`config.mk`:
```
export PLATFORM = sky130hd
export DESIGN_NAME = lsdc_div
export DESIGN_NICKNAME = d
export VERILOG_FILES = /design/src/rtl/lsdc_pkg.sv /design/src/rtl/lsdc_div.sv
export SDC_FILE = /design/constraint.sdc
export NUM_CORES = 1
export LEC_CHECK = 0
export ABC_AREA = 1
export BUFFER_PORTS_ARGS = -buffer_cell sky130_fd_sc_hd__buf_2
export CELL_PAD_IN_SITES_DETAIL_PLACEMENT = 2
export CELL_PAD_IN_SITES_GLOBAL_PLACEMENT = 2
export CORE_MARGIN = 3
export CORE_UTILIZATION = 32
export CTS_CLUSTER_SIZE = 10
export DETAILED_ROUTE_END_ITERATION = 12
export GPL_TIMING_DRIVEN = 0
export PLACE_DENSITY_LB_ADDON = 0.3
export SLEW_MARGIN = 20
export SYNTH_ARGS = -nofsm -noshare
export SYNTH_HDL_FRONTEND = slang
export SYNTH_SLANG_ARGS = --single-unit
```
`constraint.sdc`:
```
create_clock -name clock -period 2 [get_ports clock]
set_clock_uncertainty 0.05 [all_clocks]
set_input_delay 0.3 -clock clock [delete_from_list [all_inputs] [get_ports clock]]
set_output_delay 0.3 -clock clock [all_outputs]
set_load 0.1 [all_outputs]
```
`src/rtl/lsdc_pkg.sv`:
```
package lsdc_pkg;

   // Sizing of the sieve
   localparam int unsigned MAX_LIMIT   = 65536;
   localparam int unsigned PRIME_SLOTS = 8192;

   localparam int unsigned NUM_W      = 17;   // number, limit and factor fields
   localparam int unsigned CNT_W      = 8;    // divisor count field
   localparam int unsigned EXP_W      = 5;    // exponent of the least factor
   localparam int unsigned DIV_W      = EXP_W + 1;   // exponent + 1, exponent + 2
   localparam int unsigned DIV_STEP_W = $clog2(CNT_W + 1);
   localparam int unsigned TAB_DEPTH  = MAX_LIMIT + 1;
   localparam int unsigned TAB_AW     = $clog2(TAB_DEPTH);
   localparam int unsigned PRIME_AW   = $clog2(PRIME_SLOTS);
   localparam int unsigned TOTAL_W    = $clog2(PRIME_SLOTS + 1);
   localparam int unsigned PROD_W     = 2 * NUM_W;
   localparam int unsigned SCALE_W    = CNT_W + DIV_W;

   localparam logic [CNT_W-1:0] CNT_SAT        = '1;
   localparam logic [CNT_W-1:0] PRIME_DIVISORS = CNT_W'(2);
   localparam logic [EXP_W-1:0] PRIME_EXPONENT = EXP_W'(1);

   // Register map (word index)
   localparam logic REG_LIMIT = 1'b0;
   localparam logic [NUM_W-1:0] LIMIT_RESET = NUM_W'(65536);

   // One word of the per-number table
   typedef struct packed {
      logic [NUM_W-1:0] lf;
      logic [EXP_W-1:0] exp;
      logic [CNT_W-1:0] cnt;
   } tab_entry_type;

   typedef struct packed {
      logic             start;
      logic [CNT_W-1:0] dividend;
      logic [DIV_W-1:0] divisor;
   } div_req_type;

   typedef struct packed {
      logic             done;
      logic [CNT_W-1:0] quotient;
   } div_rsp_type;

endpackage

```
`src/rtl/lsdc_div.sv`:
```
// Restoring divider, one quotient bit a cycle.
module lsdc_div (
   input  logic                 clock,
   input  logic                 reset,
   input  lsdc_pkg::div_req_type req,
   output lsdc_pkg::div_rsp_type rsp
);

   logic                                 busy_ff, busy_in;
   logic                                 done_ff, done_in;
   logic [lsdc_pkg::DIV_STEP_W-1:0]      step_ff, step_in;
   logic [lsdc_pkg::DIV_W-1:0]           rem_ff, rem_in;
   logic [lsdc_pkg::CNT_W-1:0]           quo_ff, quo_in;
   logic [lsdc_pkg::DIV_W-1:0]           dvs_ff, dvs_in;
   logic [lsdc_pkg::DIV_W:0]             trial;

   always_comb begin
      busy_in = busy_ff;
      done_in = 1'b0;
      step_in = step_ff;
      rem_in  = rem_ff;
      quo_in  = quo_ff;
      dvs_in  = dvs_ff;
      trial   = {rem_ff, quo_ff[lsdc_pkg::CNT_W-1]};
      if (req.start) begin
         busy_in = 1'b1;
         step_in = lsdc_pkg::DIV_STEP_W'(lsdc_pkg::CNT_W);
         rem_in  = '0;
         quo_in  = req.dividend;
         dvs_in  = req.divisor;
      end else if (busy_ff) begin
         // shift in the next dividend bit, subtract where it fits
         if (trial >= {1'b0, dvs_ff}) begin
            rem_in = lsdc_pkg::DIV_W'(trial - {1'b0, dvs_ff});
            quo_in = {quo_ff[lsdc_pkg::CNT_W-2:0], 1'b1};
         end else begin
            rem_in = trial[lsdc_pkg::DIV_W-1:0];
            quo_in = {quo_ff[lsdc_pkg::CNT_W-2:0], 1'b0};
         end
         step_in = step_ff - 1'b1;
         if (step_ff == lsdc_pkg::DIV_STEP_W'(1)) begin
            busy_in = 1'b0;
            done_in = 1'b1;
         end
      end
   end

   always_ff @(posedge clock) begin
      if (reset) begin
         busy_ff <= 1'b0;
         done_ff <= 1'b0;
         step_ff <= '0;
      end else begin
         busy_ff <= busy_in;
         done_ff <= done_in;
         step_ff <= step_in;
      end
      rem_ff <= rem_in;
      quo_ff <= quo_in;
      dvs_ff <= dvs_in;
   end

   assign rsp.done     = done_ff;
   assign rsp.quotient = quo_ff;

endmodule
```
Word-level counts from Yosys, hierarchy flattened --
Cells that the tools add are included.
Storage, ports and cells: bits in registers 26, output and inout port bits 9, word-level logic and storage cells 25
Operators by class: add/subtract/negate cells 2, $lt $le $gt $ge 1, equality and inequality tests 1, muxes and demuxes 10, bitwise operators 1, reduce and logical (&&, ||, !) cells 3
Operators with widths (count):
- $mux 8 | 2
- $mux 4 | 2
- $ge 7x6->1 | 1
- $mux 6 | 1
- $sub 6x6->6 | 1
- $mux 1 | 5
- $eq 4x1->1 const B | 1
- $sub 4x1->4 const B | 1
- $reduce_or 3->1 | 1
- $reduce_bool 2->1 | 1
- $reduce_or 2->1 | 1
- $not 1->1 | 1

Depth between registers and ports, before layout --
Gate-level depths: netlist of run 1.
word-level depth 4, depth in mapped cells 11, mapped depth without buffers 11

Least setup slack after synthesis of run 1 --
OpenSTA, ideal clock, no wires.
path kind flip-flop to flip-flop, from register quo_ff[7] (netlist name), to register rem_ff[4] (netlist name), setup time 0.113 ns, arrival time 2.215 ns, setup slack -0.379 ns, cell stages (with the launch flop) 9, buffers on the path 0, clock period less this slack 2.379 ns, cell sequence edfxtp_1 > inv_1 > ha_1 > fa_1 > or2_1 > nand4_1 > nand3_1 > nand3_1 > nand2_1
On the way: cells in the longest elaborated chain, start to end 2, elaborated cells on any way between the ends 3, those cells by class 1 x add/sub; 1 x order compare; 1 x mux
RTL lines:
- start: declaration | RTL line lsdc_div.sv:13 | logic [lsdc_pkg::CNT_W-1:0] quo_ff, quo_in;
- start signal: assignment | RTL line lsdc_div.sv:59 | quo_ff <= quo_in;
- $sub 6x6->6 / $ge 7x6->1 (equally long branches) | RTL line lsdc_div.sv:34, lsdc_div.sv:33
- $mux 6 (*) | RTL line lsdc_div.sv:33 | if (trial >= {1'b0, dvs_ff}) begin
- end signal: assignment | RTL line lsdc_div.sv:58 | rem_ff <= rem_in;
- end: declaration | RTL line lsdc_div.sv:12 | logic [lsdc_pkg::DIV_W-1:0] rem_ff, rem_in;
Every way passes the cells marked *; elsewhere a longest branch is shown, timed or not. A chain may end at the register's enable or synchronous reset.

Worst setup path in the final report of run 1 --
from register dvs_ff[0] (netlist name), to register rem_ff[4] (netlist name)
On the way: cells in the longest elaborated chain, start to end 2, elaborated cells on any way between the ends 3, those cells by class 1 x add/sub; 1 x order compare; 1 x mux
RTL lines:
- start: declaration | RTL line lsdc_div.sv:14 | logic [lsdc_pkg::DIV_W-1:0] dvs_ff, dvs_in;
- start signal: assignment | RTL line lsdc_div.sv:60 | dvs_ff <= dvs_in;
- $sub 6x6->6 / $ge 7x6->1 (equally long branches) | RTL line lsdc_div.sv:34, lsdc_div.sv:33
- $mux 6 (*) | RTL line lsdc_div.sv:33
Marked as above.

==> results of run 1 <==
[worst min-delay path by stage]
| stage | start | endpoint |
|---|---|---|
| CTS | req[0] | dvs_ff[0]$_DFFE_PP_ |
| detailed placement | rem_ff[1]$_SDFFE_PP0P_ | rem_ff[1]$_SDFFE_PP0P_ |
| global placement | step_ff[3]$_SDFFE_PP0P_ | step_ff[3]$_SDFFE_PP0P_ |
| floorplan | reset | step_ff[3]$_SDFFE_PP0P_ |
| global route | req[4] | dvs_ff[4]$_DFFE_PP_ |
| finish | req[2] | dvs_ff[2]$_DFFE_PP_ |
[power groups by stage]
stage	logic [mW]	clock network [mW]	registers [mW]
2_1_floorplan	0.217	0	0.778
3_3_place_gp	0.427	0	0.652
3_5_place_dp	0.448	0	0.654
4_1_cts	0.456	0.469	0.643
5_1_grt	0.499	0.483	0.649
6_report	0.447	0.459	0.641
[final cells by class]
type / count / area, um^2
Clock buffer: 3 / 41.3
Clock inverter: 1 / 30.0
Buffer: 3 / 22.5
Fill cell: 508 / 2460
Tap cell: 50 / 62.6
Sequential cell: 26 / 661
Timing Repair Buffer: 25 / 125
Inverter: 29 / 109
Multi-Input combinational cell: 119 / 662
[worst max-delay path: cells and delay by family, from the launching register on]
family / cells / cell delay [ps]
adder cells (fa/ha/maj): 2 / 530
flip-flops: 1 / 450
AND/OR/NAND/NOR: 6 / 690
[flip-flops by register name (all words and copies together) (netlist names)]
name / count
quo_ff: 8
step_ff: 4
rem_ff: 6
dvs_ff: 6
done_ff: 1
busy_ff: 1
[synth_stat cells (all sizes together)]
master / count / share of area [%]
nand2: 60 / 17
fa: 1 / 1.4
nand3b: 2 / 1.0
clkbuf: 1 / 0.26
xor2: 1 / 0.61
ha: 9 / 7.8
a21oi: 3 / 1.3
or2: 1 / 0.44
a211oi: 1 / 0.52
a31oi: 2 / 0.87
o211ai: 1 / 0.52
buf: 2 / 1.3
edfxtp: 14 / 29
nand4: 2 / 0.87
nor3: 2 / 0.70
nand3: 18 / 6.6
inv: 29 / 7.6
dfxtp: 12 / 17
nor2: 15 / 4.6
xnor2: 1 / 0.61
[cell families after synthesis]
logic type | after synthesis | share of synthesized area, %
simple gates | 100 | 31.3
buf+inv | 32 | 9.13
compound gates | 7 | 3.22
xor+xnor | 2 | 1.22
fa+ha+maj | 10 | 9.22
flops | 26 | 45.9
[routing by layer]
metal,up-vias,global-route usage [%],wire length [um]
li1,615,-,-
met1,598,19.2,1600
met2,18,31.9,2160
met3,8,3.17,94
met4,0,3.07,59
met5,-,0,0
[metrics by stage]
step | setup TNS [ps] | setup WS (ps) | power, mW | hold slack (ps) | cell area [um^2]
global placement | 0 | 161 | 1.08 | 407 | 1640
CTS | 0 | 212 | 1.57 | 131 | 1710
floorplan | -954 | -222 | 0.995 | 319 | 1450
finish | 0 | 219 | 1.55 | 135 | 1710
global route | 0 | 109 | 1.63 | 133 | 1710
detailed placement | 0 | 117 | 1.10 | 421 | 1640
==> impl_metrics.yaml, run 1 <==
run_status:
  status: "complete, no violations"
timing:
  report.final.hold_viol_count: 0
  max_slew_margin_pct: 58.7
  finalSetupViolCount: 0
  slew_viol_final: 0
  fin_crit_ps: 1780
  fin_crit_sh_pct: 89.1
  rsz0062_at_grt: "false"
  fmax_ghz: 0.561
  tightest_slew_ps: 617
power_and_ir_drop:
  power.internal_mw: 1.00
  ir_drop_mv: 0.448
  p_comb_share_pct: 28.9
  switching_share_pct: 35.1
  p_per_area_mw_per_mm2: 903
  p_seq_share_pct: 41.5
  clockPowerShare_pct: 29.6
  p_leak_nw: 0.858
  p_sw_mw: 0.544
global_route:
  grt_usage_pct: 16.7
  grt_start_max_net_pins: 16
  first_global_vias: 1428
  antenna_found_initial: 0
  grt-ovfl-total: 0
  grt_pass1_wl_mm: 6.84
cts:
  cts_tree: "done"
  cts_hold_buf: 0
  cts_inserted_buffers: 3
  cts_num_sinks: 26
  ctsHtreeMaxLevel: 1
  cts_buffer_depth: 2
  cts_root_buf: "clkbuf_8"
  post_cts_buffers: 0
  worstSkewPairLatency_ps: 280
  path_clk_slew_ps: 100
  cts_resized: 0
cells_and_area:
  final_common_cell: "nand2_1"
  num-nets-final: 234
  final_core_util_pct: 41.0
  area.growth.synth_to_final_pct: 19.0
  antenna_cells: 0
  fin_cells: 256
  layout_common_cells: "56 x nand2_1, 27 x inv_1, 25 x buf_2"
  drive_above_1_share_pct: 20.9
worst_setup_path:
  cp_max_fo: 2
  cp_common_cell: "nand3_1"
  critPathLaunchType: "register"
  critPathMaxStageDelay_ps: 450
  timing.rr.end: "rem_ff[4]$_SDFFE_PP0P_"
  crit_slowest_cell: "edfxtp_1"
  worst-setup-path-type: "register to register"
  crit_path_end: "rem_ff[4]$_SDFFE_PP0P_"
  cp-startpoint: "dvs_ff[0]$_DFFE_PP_"
  rr_worst_depth: 8
  reg2reg_from: "dvs_ff[0]$_DFFE_PP_"
  ff2ff_setup_slack_ps: 220
  crit_arrival_ps: 1960
  cp-end-kind: "register"
  crit_chain: "ha_4 > fa_2 > or2_1 > nand3_1 > nand2_1 > nand3_1 > nand3_1 > nand2_1"
  crit_required_ps: 2180
floorplan:
  std_cell_rows: 23
  start_util_pct: 34.5
  dieArea_mm2: 0.00534
  coreArea_mm2: 0.00417
  die_w_um: 73.1
  pin_count: 26
  dieHeight_um: 73.1
yosys:
  seq_area_frac_synth_pct: 45.9
  yosys_warnings: 0
  synthCells: 177
  avgSynthCellArea_um2: 8.13
  synth_cell_types: 28
  ys_ff_latch: 26
  syn_area_mm2: 0.00144
  syn_nets: 204
routing:
  post_drt_wl_per_cell_um: 15.3
  drt_iter0_drc: 25
  detail-route-antenna-nets: 0
  drc: 0
  num_vias: 1239
  wirelength_mm: 3.91
  firstDrtPassIters: 4
  vias_per_cell: 4.84
run:
  drv_cap: 0
placement:
  dp_hpwl_mm: 3.05
  place_congestion: 0.787
  place_inst: 252
  io_buffer_count: 25
min_path:
  min_path_cells: 1
  hp-class: "primary input to register"
Note: power is estimated with default switching activity, not from simulation.
==> inputs of run 2 (changes only) <==
--- a/config.mk
+++ b/config.mk
@@ -14,7 +14,7 @@
 export CTS_CLUSTER_SIZE = 10
 export DETAILED_ROUTE_END_ITERATION = 12
 export GPL_TIMING_DRIVEN = 0
-export PLACE_DENSITY_LB_ADDON = 0.3
+export PLACE_DENSITY = 0.75
 export SLEW_MARGIN = 20
 export SYNTH_ARGS = -nofsm -noshare
 export SYNTH_HDL_FRONTEND = slang
==> impl_metrics.yaml, run 2 (same netlist as run 1, synthesis figures left out) <==
routing:
  met3_length_um: 69
  wirelength_mm: 3.78
  drt_iter0_drc: 18
  top_layer: "met4"
  num_vias: 1238
  wl_met1_mm: 1.65
  post_drt_wl_per_cell_um: 14.8
  firstDrtPassIters: 4
  vias_per_cell: 4.84
  dr_wl_met2_mm: 1.99
  drc: 0
  detail-route-antenna-nets: 0
timing:
  slew_viol_final: 0
  rsz0062_at_grt: "false"
  finalSetupViolCount: 0
  fin_setup_tns_ps: 0
  tightest_slew_ps: 526
  fin_crit_ps: 1800
  fin_crit_sh_pct: 90.1
  fmax_ghz: 0.555
  max_slew_margin_pct: 64.8
  report.final.hold_viol_count: 0
floorplan:
  coreArea_mm2: 0.00417
  pin_count: 26
  die_w_um: 73.1
  dieHeight_um: 73.1
  std_cell_rows: 23
  start_util_pct: 34.5
  dieArea_mm2: 0.00534
worst_setup_path:
  crit_required_ps: 2130
  critPathMaxStageDelay_ps: 380
  cp_common_cell: "nand2_1"
  cp_max_fo: 7
  rr_worst_depth: 10
  crit_arrival_ps: 1930
  cp-end-kind: "register"
  crit_slowest_cell: "edfxtp_1"
  ff2ff_setup_slack_ps: 200
  critPathLaunchType: "register"
  worst-setup-path-type: "register to register"
  crit_chain: "inv_1 > ha_1 > nand2_1 > nand2_1 > nand2_1 > nand2_1 > a21oi_2 > nand3_1 > nand3_1 > nand2_1"
global_route:
  grt_pass1_wl_mm: 6.78
  first_global_vias: 1478
  grt_usage_pct: 16.3
  grt-ovfl-total: 0
  antenna_found_initial: 0
  grt_start_max_net_pins: 15
min_path:
  min_path_cells: 2
  hp-class: "primary input to register"
cells_and_area:
  drive_above_1_share_pct: 20.4
  area.growth.synth_to_final_pct: 17.2
  largestRegisters: "quo_ff x8, dvs_ff x6, rem_ff x6"
  layout_common_cells: "56 x nand2_1, 27 x inv_1, 25 x buf_2"
  antenna_cells: 0
  fin_area_mm2: 0.00169
  fillers: 497
  top_register: "quo_ff"
  largest_reg_flops: 8
  num-nets-final: 234
  final_common_cell: "nand2_1"
run_status:
  status: "complete, no violations"
placement:
  place_congestion: 0.784
  dp_hpwl_mm: 3.03
  dpl_cell_area_mm2: 0.00164
  io_buffer_count: 25
cts:
  cts_inserted_buffers: 3
  path_clk_slew_ps: 90
  worstSkewPairLatency_ps: 280
  ctsHtreeMaxLevel: 1
  cts_num_sinks: 26
  cts_buffer_depth: 2
  cts_tree: "done"
  cts_root_buf: "clkbuf_8"
  cts_resized: 0
  post_cts_buffers: 0
  cts_hold_buf: 0
run:
  drv_cap: 0
power_and_ir_drop:
  p_leak_nw: 0.845
  ir_drop_mv: 0.307
  p_per_area_mw_per_mm2: 832
==> run 2: cell count changes in the layout (fill, tap and decap cells not counted), sizes merged <==
cell    delta
bufinv     -1
clkbuf     +1
==> run 2: metal layers <==
| layer | vias up | track usage (%) |
|---|---|---|
| met5 | - | 0 |
| met4 | 0 | 6.15 |
| met3 | 9 | 2.48 |
| met2 | 16 | 30.0 |
| met1 | 597 | 18.7 |
| li1 | 616 | - |
==> run 2: worst paths after layout <==
kind,endpoint,startpoint
setup / recovery,rem_ff[0]$_SDFFE_PP0P_,dvs_ff[4]$_DFFE_PP_
hold / removal,step_ff[3]$_SDFFE_PP0P_,reset
setup reg to reg,rem_ff[0]$_SDFFE_PP0P_,dvs_ff[4]$_DFFE_PP_
hold reg to reg,rem_ff[1]$_SDFFE_PP0P_,rem_ff[1]$_SDFFE_PP0P_
==> run 2: stage by stage <==
stage / power, mW / setup WS (ps) / instances / hold slack [ps] / utilization [%]
6_report: 1.40 / 199 / 256 / 137 / 40.4
5_1_grt: 1.49 / 45.4 / 256 / 134 / 40.4
4_1_cts: 1.42 / 162 / 256 / 137 / 40.4
3_5_place_dp: 1.10 / 139 / 252 / 420 / 39.3
3_3_place_gp: 1.08 / 172 / 252 / 407 / 39.3
2_1_floorplan: 0.995 / -222 / 177 / 319 / -
==> run 2: layout make-up <==
| class | count | area [um^2] | area share (%) |
|---|---|---|---|
| Buffer | 3 | 22.5 | 1.34 |
| Clock buffer | 4 | 45.0 | 2.67 |
| Inverter | 29 | 109 | 6.45 |
| Multi-Input combinational cell | 119 | 662 | 39.2 |
| Sequential cell | 26 | 661 | 39.2 |
| Tap cell | 50 | 62.6 | 3.71 |
| Timing Repair Buffer | 25 | 125 | 7.42 |
==> run 2: where the power goes <==
group	internal [mW]	total, mW	switching [mW]
sequential	0.614	0.644	0.0303
combinational	0.121	0.443	0.323
clock	0.143	0.316	0.173
==> run 2: critical path: cells and delay by family (launching register included) <==
family | cells | cell delay, ps
buffers and inverters | 1 | 70
DFF | 1 | 380
AOI/OAI and AO/OA | 1 | 310
and+or+nand+nor | 7 | 630
adders and majority gates | 1 | 260
==> inputs of run 3 (changes only) <==
--- a/config.mk
+++ b/config.mk
@@ -9,12 +9,13 @@
 export BUFFER_PORTS_ARGS = -buffer_cell sky130_fd_sc_hd__buf_2
 export CELL_PAD_IN_SITES_DETAIL_PLACEMENT = 2
 export CELL_PAD_IN_SITES_GLOBAL_PLACEMENT = 2
+export CORE_ASPECT_RATIO = 0.9
 export CORE_MARGIN = 3
-export CORE_UTILIZATION = 32
+export CORE_UTILIZATION = 34
 export CTS_CLUSTER_SIZE = 10
 export DETAILED_ROUTE_END_ITERATION = 12
 export GPL_TIMING_DRIVEN = 0
-export PLACE_DENSITY = 0.75
+export PLACE_DENSITY = 0.8
 export SLEW_MARGIN = 20
 export SYNTH_ARGS = -nofsm -noshare
 export SYNTH_HDL_FRONTEND = slang
==> constraint.sdc (replaced) <==
create_clock -name clock -period 2.2 [get_ports clock]
set_clock_uncertainty 0.05 [all_clocks]
set_input_delay 0.33 -clock clock [delete_from_list [all_inputs] [get_ports clock]]
set_output_delay 0.33 -clock clock [all_outputs]
set_load 0.1 [all_outputs]
==> impl_metrics.yaml, run 3 (same netlist as run 1, synthesis figures left out) <==
run_status:
  status: "complete, no violations"
global_route:
  grt-ovfl-total: 0
  grt_start_max_net_pins: 16
  antenna_found_initial: 0
  first_global_vias: 1418
  grt_usage_pct: 18.4
  grt_pass1_wl_mm: 6.98
cells_and_area:
  final_common_cell: "nand2_1"
  largestRegisters: "quo_ff x8, dvs_ff x6, rem_ff x6"
  area.growth.synth_to_final_pct: 18.7
  multi_input_area_um2: 662
  largest_reg_flops: 8
  num-nets-final: 234
  antenna_cells: 0
  regArea_um2: 661
  drive_above_1_share_pct: 20.9
  fillers: 475
  layout_common_cells: "56 x nand2_1, 27 x inv_1, 25 x buf_2"
  top_register: "quo_ff"
  fin_area_mm2: 0.00171
placement:
  dpl_cell_area_mm2: 0.00164
  io_buffer_count: 25
  place_congestion: 0.770
  dp_hpwl_mm: 3.07
  dp_slack_ps: 316
routing:
  wirelength_mm: 3.91
  firstDrtPassIters: 6
  post_drt_wl_per_cell_um: 15.5
  drc: 0
  vias_per_cell: 4.88
  detail-route-antenna-nets: 0
  drt_iter0_drc: 56
  num_vias: 1231
cts:
  worstSkewPairLatency_ps: 270
  cts_hold_buf: 0
  cts_root_buf: "clkbuf_8"
  cts_inserted_buffers: 3
  post_cts_buffers: 0
  cts_resized: 0
  path_clk_slew_ps: 100
  cts_num_sinks: 26
  cts_buffer_depth: 2
  cts_tree: "done"
  ctsHtreeMaxLevel: 1
timing:
  slew_viol_final: 0
  fin_crit_sh_pct: 86.3
  fin_setup_tns_ps: 0
  finalSetupViolCount: 0
  holdWs_ps: 171
  tightest_slew_ps: 576
  report.final.hold_viol_count: 0
  max_slew_margin_pct: 61.5
  fin_ws_ps: 301
  fmax_ghz: 0.527
  fin_crit_ps: 1900
  rsz0062_at_grt: "false"
run:
  drv_cap: 0
worst_setup_path:
  cpLargestDelayFamily: "compound AO/OA/AOI/OAI gates"
  cp-end-kind: "register"
  crit_chain: "inv_1 > ha_1 > nand2_1 > nand2_1 > nand2_1 > nand2_1 > a21oi_2 > a31oi_1"
  cp_max_fo: 7
  crit_required_ps: 2150
  critPathLaunchType: "register"
  critPathMaxStageDelay_ps: 400
  crit_slowest_cell: "edfxtp_1"
  crit_arrival_ps: 1850
  worst-setup-path-type: "register to register"
  crit_buf_inv: 1
  cp_common_cell: "nand2_1"
power_and_ir_drop:
  ir_drop_mv: 0.411
  finalPower_mw: 1.40
  p_per_area_mw_per_mm2: 817
  p_leak_nw: 0.858
floorplan:
  coreArea_mm2: 0.00389
  std_cell_rows: 21
  start_util_pct: 37.0
  dieArea_mm2: 0.00505
  pin_count: 26
  dieHeight_um: 67.7
  die_w_um: 74.6
min_path:
  hp-class: "primary input to register"
[run 3: layout make-up]
cell class	count	area share [%]
Tap cell	46	3.37
Clock inverter	1	1.76
Sequential cell	26	38.7
Clock buffer	3	2.42
Multi-Input combinational cell	119	38.8
Buffer	3	1.32
Inverter	29	6.37
Timing Repair Buffer	25	7.33
[run 3: path summary, 6_finish.rpt]
kind                                         startpoint                       to  slack (ps)  depth (start not counted)
worst min register to register  step_ff[3]$_SDFFE_PP0P_  step_ff[3]$_SDFFE_PP0P_         420                          2
worst max register to register      dvs_ff[4]$_DFFE_PP_      quo_ff[0]$_DFFE_PP_         300                          8
worst max-delay path                dvs_ff[4]$_DFFE_PP_      quo_ff[0]$_DFFE_PP_         300                          8
worst min-delay path                              reset  step_ff[3]$_SDFFE_PP0P_         170                          2
[run 3: power by group]
part | internal, mW | leakage, nW | switching, mW | total, mW
Sequential | 0.558 | 0.239 | 0.0267 | 0.584
Combinational | 0.112 | 0.584 | 0.296 | 0.407
Clock | 0.244 | 0.0357 | 0.161 | 0.404
[run 3: per-layer routing]
layer | vias up | wire [um] | global-route usage, %
li1 | 616 | - | -
met2 | 19 | 2120 | 34.0
met3 | 4 | 138 | 3.72
met4 | 0 | 48 | 4.22
met1 | 592 | 1600 | 21.9
met5 | - | 0 | 0
[run 3: through the flow]
step                      util (%)  cells
after floorplan                  -    177
after global placement        42.1    248
after detailed placement      42.1    248
after CTS                     43.9    252
after global routing          43.9    252
final                         43.9    252
